[config.mk]
export PLATFORM = sky130hd
export DESIGN_NAME = lzd_cmd_queue
export DESIGN_NICKNAME = d
export VERILOG_FILES = /design/src/hw/rtl/lzd_pkg.sv /design/src/hw/rtl/lzd_cmd_queue.sv
export SDC_FILE = /design/constraint.sdc
export NUM_CORES = 1
export LEC_CHECK = 0
export ABC_CLOCK_PERIOD_IN_PS = 2900
export BUFFER_PORTS_ARGS = -buffer_cell sky130_fd_sc_hd__buf_2
export CORE_AREA = 2 2 107 109
export CTS_BUF_LIST = sky130_fd_sc_hd__clkbuf_16
export DETAILED_ROUTE_END_ITERATION = 8
export DIE_AREA = 0 0 109 111
export PLACE_DENSITY = 0.65
export SLEW_MARGIN = 20
export SYNTH_ARGS = -nofsm -noshare
export SYNTH_HDL_FRONTEND = slang
export SYNTH_SLANG_ARGS = --single-unit
[constraint.sdc]
create_clock -name i_clk -period 2.9 [get_ports i_clk]
set_clock_uncertainty 0.1 [all_clocks]
set_input_delay 0.145 -clock i_clk [delete_from_list [all_inputs] [get_ports i_clk]]
set_output_delay 0.145 -clock i_clk [all_outputs]
set_load 0.05 [all_outputs]
[src/hw/rtl/lzd_pkg.sv]
// ----------------------------------------------------------------------------
// lzd_pkg: shared types and codes of the block stream decoder
// Opcodes, status codes, decode phases and the command word that travels
// from the front end to the back end.
// ----------------------------------------------------------------------------
package lzd_pkg;

    localparam int ADDR_W = 16;   // history address field, covers the largest history

    localparam logic OP_BYTE  = 1'b0;
    localparam logic OP_DRAIN = 1'b1;

    localparam logic [2:0] ST_OK        = 3'd0;
    localparam logic [2:0] ST_LIT_OVER  = 3'd1;
    localparam logic [2:0] ST_TRUNC_OFF = 3'd2;
    localparam logic [2:0] ST_BAD_OFF   = 3'd3;
    localparam logic [2:0] ST_BUSY      = 3'd4;

    localparam logic [2:0] PH_TOKEN     = 3'd0;
    localparam logic [2:0] PH_LIT_EXT   = 3'd1;
    localparam logic [2:0] PH_LITERALS  = 3'd2;
    localparam logic [2:0] PH_OFF_LO    = 3'd3;
    localparam logic [2:0] PH_OFF_HI    = 3'd4;
    localparam logic [2:0] PH_MATCH_EXT = 3'd5;
    localparam logic [2:0] PH_COPY      = 3'd6;

    localparam logic [3:0] NIB_EXT  = 4'd15;
    localparam logic [7:0] BYTE_EXT = 8'd255;

    // One result to produce. A copy reads history at raddr; a literal or a
    // status-only result takes lit_byte. wr stores the byte at waddr.
    typedef struct packed {
        logic              wr;
        logic              use_lit;
        logic [ADDR_W-1:0] waddr;
        logic [ADDR_W-1:0] raddr;
        logic [7:0]        lit_byte;
        logic              byte_valid;
        logic [2:0]        status;
        logic              done;
    } t_cmd;

endpackage

[src/hw/rtl/lzd_cmd_queue.sv]
// ----------------------------------------------------------------------------
// lzd_cmd_queue: two-entry command queue
// Decouples the parser from the history back end.
// ----------------------------------------------------------------------------
module lzd_cmd_queue import lzd_pkg::*; (
    input  logic i_clk,
    input  logic i_rst_n,
    input  logic i_push,
    input  t_cmd i_cmd,
    output logic o_ready,
    output logic o_valid,
    output t_cmd o_cmd,
    input  logic i_pop
);
    t_cmd       r_ent [2];
    logic       r_wr, r_rd;
    logic [1:0] r_cnt;

    assign o_ready = (r_cnt != 2'd2);
    assign o_valid = (r_cnt != 2'd0);
    assign o_cmd   = r_ent[r_rd];

    always_ff @(posedge i_clk) begin
        if (i_push) begin
            r_ent[r_wr] <= i_cmd;
        end
    end

    always_ff @(posedge i_clk) begin
        if (!i_rst_n) begin
            r_wr <= 1'b0; r_rd <= 1'b0; r_cnt <= 2'd0;
        end else begin
            if (i_push) r_wr <= ~r_wr;
            if (i_pop)  r_rd <= ~r_rd;
            r_cnt <= r_cnt + 2'(i_push) - 2'(i_pop);
        end
    end
endmodule

# == Word level (Yosys, flattened, before mapping) ==
# Memories as Yosys holds them, arrays and structs flattened. A register that Yosys moved wholly into a read port is not among the register bits.
# Index checks and enable logic that the tools add are counted.
# word_totals
output_inout_bits,49
ram_bits,94
n_memories,1
in_bits,51
ff_bits,4
# op_classes
n_addsub,2
bitwise_logic,2
eq_ne,1
muxes,4
n_reduce_logical,1
# mem_list
memory,depth,width,rd,rd_ports_with_merged_regs,wr,line_no,text
r_ent,2,47,1,1,1,lzd_cmd_queue.sv:15,t_cmd r_ent [2];
# op_table
operator,count
1-bit two-way mux,4
2-bit by 1-bit adder with 2-bit output,1
"2-bit inequality test, second input constant",1
1-bit inverter,2
2-bit nonzero test,1
2-bit by 1-bit subtractor with 2-bit output,1

# == Depth between registers and ports, before layout ==
# depth
ltp_word,3
ltp_mapped,6
ltp_nobuf,6

# == Least setup slack after synthesis ==
# Ideal clock, no wire load.
# synth_path
path_type,reg-to-reg
start,register r_wr
end,memory r_ent[0][0] in the netlist's numbering (enable)
t_arrival_ps,2431
t_required_ps,2342
stages_incl_launch_ff,2
path_slack_ps,-89
synth_period_minus_slack_ps,2989
cell_sequence,dfxtp_1 > nor2b_1
# synth_rtl
element,line_no,text
start: declaration,lzd_cmd_queue.sv:16,"logic r_wr, r_rd;"
start signal: assignment,lzd_cmd_queue.sv:33,if (i_push) r_wr <= ~r_wr;
end: declaration,lzd_cmd_queue.sv:15,
# No word-level cell before the write port.

==> results.tsv <==
stage	metric	value	unit
final_layout	Final Util	46.68	%
global_route	global-route wire length before repair	10.58	mm
worst_setup_path	data required time at the worst endpoint	2650	ps
pwr	switch share	26.52	%
drt	DRC viols	0	
placement	number of I/O port buffers	99	
pwr	combinational power share	18.6	%
worst_setup_path	Crit. End Element	output pin	
global_route	GRT Util Overall	12.04	%
synth	Synth Instances	167	
sta	setup ws final	681.6	ps
pwr	net switching power figure	0.0009176	W
pwr	Clock power frac	32.7	%
final_layout	layout cells sized above 1	50.30	%
job	Max-Cap Viols	0	
floorplanning	core area	0.01108	mm^2
drt	post-route ant nets	0	
synth	Yosys warning total	0	
drt	Detailed Route WL	6.840	mm
global_route	initial antenna violation count	0	
sta	post-route clock period utilization	76.50	%
clocking	CTS H-Tree Depth	3	
pwr	P_int	0.002543	W
worst_setup_path	crit path buf inv count	2	
worst_setup_path	Crit-path slowest cell	dfxtp_2	
placement	placer congestion estimate	0.6898	
pwr	Leak	2.048	nW
pwr	Peak VDD IR	0.3464	mV
worst_setup_path	Max FO, Critical Path	17	
worst_hold_path	class of the worst hold path	input pin to flip-flop	
sta	setup TNS	0	ps
floorplanning	io pins	100	
sta	Max Slew Vio Count	0	
floorplanning	standard-cell rows	39	
worst_setup_path	family with the most delay on the worst path	flip-flops	
run_status	status	finished clean	
worst_setup_path	reg2reg start	r_wr	
final_layout	most frequent cells in the layout	99 x buf_2, 94 x edfxtp_1, 48 x dlygate4sd3_1	
pwr	Seq pwr share	48.7	%
synth	Synth Area in Adders	0.6691	%
final_layout	Area Overhead vs Synth	38.27	%
final_layout	most common cell after layout, fill and taps aside	buf_2	
drt	drt wl/cell	14.46	um
synth	Cell variety after synth	15	
global_route	vias in the first global route	2140	
synth	sequential share of the synthesized area	78.15	%
synth	mux cell area share after synthesis	17.16	%
worst_setup_path	R2R depth	2	
drt	vias per inst	4.304	
worst_setup_path	Data arrival, critical path	1970	ps
drt	via count	2036	
synth	main combinational cell family by area after synthesis	multiplexers	
sta	final hold vios	0	
synth	Post-Synth XOR/XNOR Area	0.8364	%
synth	Syn Area/Cell	22.39	um^2
synth	Syn Nets	220	
clocking	clock latency at the later pin of the worst-skew pair	340	ps
synth	Compound-Gate Fraction of Synth Area	0.2007	%
clocking	TritonCTS clock tree	done	
sta	worst-margin pin slew	675.3	ps
global_route	grt ovf	0	
pwr	Power Density	669.1	mW/mm^2
floorplanning	Die ar.	0.01210	mm^2
worst_setup_path	crit path kind	flip-flop to output pin	
clocking	TritonCTS buffer count	9	
final_layout	Diodes inserted	0	
clocking	clk buf depth	2	
placement	pre-CTS setup slack	1004	ps
worst_setup_path	crit-path cells	buf_4 > mux2_2 > buf_2	
final_layout	# fillers	969	
worst_setup_path	Startpoint Class	flip-flop	
drt	drt pass-1 iters	4	
global_route	largest net degree at the start of global routing	49	
sta	Setup-failing EPs final	0	
drt	Initial DRC Count	69	
sta	Period minus WS final	2218	ps
worst_hold_path	hold path depth	3	
synth	Synth Register Bits	99	
synth	post-synthesis simple-gate area fraction	1.439	%
final_layout	fin nets	378	
floorplanning	Die H	111	um
sta	Max transition margin	54.98	%
clocking	Reg clk slew, reported paths	70	ps
clocking	clk sinks	99	
worst_setup_path	RR Endpoint	r_ent[1][39]	
placement	dpl hpwl	4.101	mm
clocking	clock tree root buffer cell	clkbuf_16	
pwr	Power Total	0.003460	W
worst_setup_path	worst reg2reg setup slack	1170	ps
sta	RSZ-0062 raised after global routing	false	
worst_setup_path	largest stage delay on the critical path	630	ps
worst_hold_path	start point of the worst hold path	i_pop	
floorplanning	Die X	109	um
floorplanning	initial core utilization	33.76	%
sta	f_max	450.8	MHz
synth	Post-Syn Area	0.003740	mm^2
## sequential cells by signal (all words and copies together), names as in the netlist, named ones only
register and cells:
r_wr 1, r_rd 1, r_ent 94, r_cnt 2
## timing repair
action / in CTS / in global routing
hold endpoints to repair: 99 / 0
hold buffers: 48 / 0
resized for setup: 0 / 0
setup endpoints to repair: 0 / 0
buffers inserted: 0 / 0
## power by group through the flow
| stage | combinational (W) | clock [W] | sequential, W |
|---|---|---|---|
| after floorplan | 0.000480 | 0 | 0.00170 |
| after global placement | 0.000595 | 0 | 0.00171 |
| after detailed placement | 0.000601 | 0 | 0.00172 |
| after CTS | 0.000652 | 0.00117 | 0.00169 |
| after global routing | 0.000681 | 0.00123 | 0.00169 |
| final | 0.000645 | 0.00113 | 0.00168 |
## worst max-delay path by stage
stage | startpoint | end | cells past startpoint
5_1_grt | flip-flop | o_cmd[1] | 3
4_1_cts | flip-flop | o_cmd[4] | 3
3_3_place_gp | flip-flop | o_cmd[3] | 3
3_5_place_dp | flip-flop | o_cmd[4] | 3
2_1_floorplan | r_wr | r_ent[0][0] | 1
6_report | flip-flop | o_cmd[4] | 3
## area by class of cell
class | count | area [um^2] | area share (%)
well taps | 143 | 178.9 | 3.460
multi-input cells | 61 | 768.2 | 14.86
clock buffers | 9 | 225.2 | 4.355
inverters | 2 | 7.507 | 0.1452
repair buffers | 152 | 1013 | 19.60
flip-flops and latches | 99 | 2924 | 56.54
clock inverters | 7 | 53.80 | 1.040
## layer usage
metal,track usage (%),up-vias,wire (um),part of all wire (%)
met2,19.46,60,3419,50
li1,-,960,-,-
met5,0,-,0,0
met3,3.527,12,363,5.3
met4,7.009,0,166,2.4
met1,14.01,1004,2890,42
## Yosys cell counts
cell type	n	area, um^2
mux2_2	17	191.4
and2_1	4	25.02
o21a_1	1	7.510
buf_6	4	45.04
edfxtp_1	94	2823
buf_2	1	5.000
xnor3_1	1	22.52
dfxtp_1	5	100.1
nand2_1	1	3.750
mux2_4	30	450.4
xor2_1	1	8.760
ha_1	2	25.02
or2_2	1	6.260
inv_1	2	7.510
nor2b_1	3	18.77
## worst register-to-register path, stage by stage (launching register included)
cell and delay (ps):
dfxtp_1 380, and2_2 590, buf_4 340
## cell families (layout without fill, tap and decap cells)
group / count (synthesis) / count (layout)
AOI/OAI and AO/OA: 1 / 1
xor gates and xnor gates: 2 / 2
adders and majority gates: 2 / 2
buffers and inverters: 7 / 170
DFF: 99 / 99
muxes: 47 / 47
and+or+nand+nor: 9 / 9
## metrics by stage
| step | hold slack [ps] | instances | area, um^2 |
|---|---|---|---|
| 2_1_floorplan | 143.9 | 167 | 3742 |
| 3_3_place_gp | 232.1 | 409 | 4412 |
| 3_5_place_dp | 236.7 | 409 | 4412 |
| 4_1_cts | 38.69 | 473 | 5171 |
| 5_1_grt | 57.92 | 473 | 5171 |
| 6_report | 50.61 | 473 | 5171 |
Power figures use the tool's default switching activity.
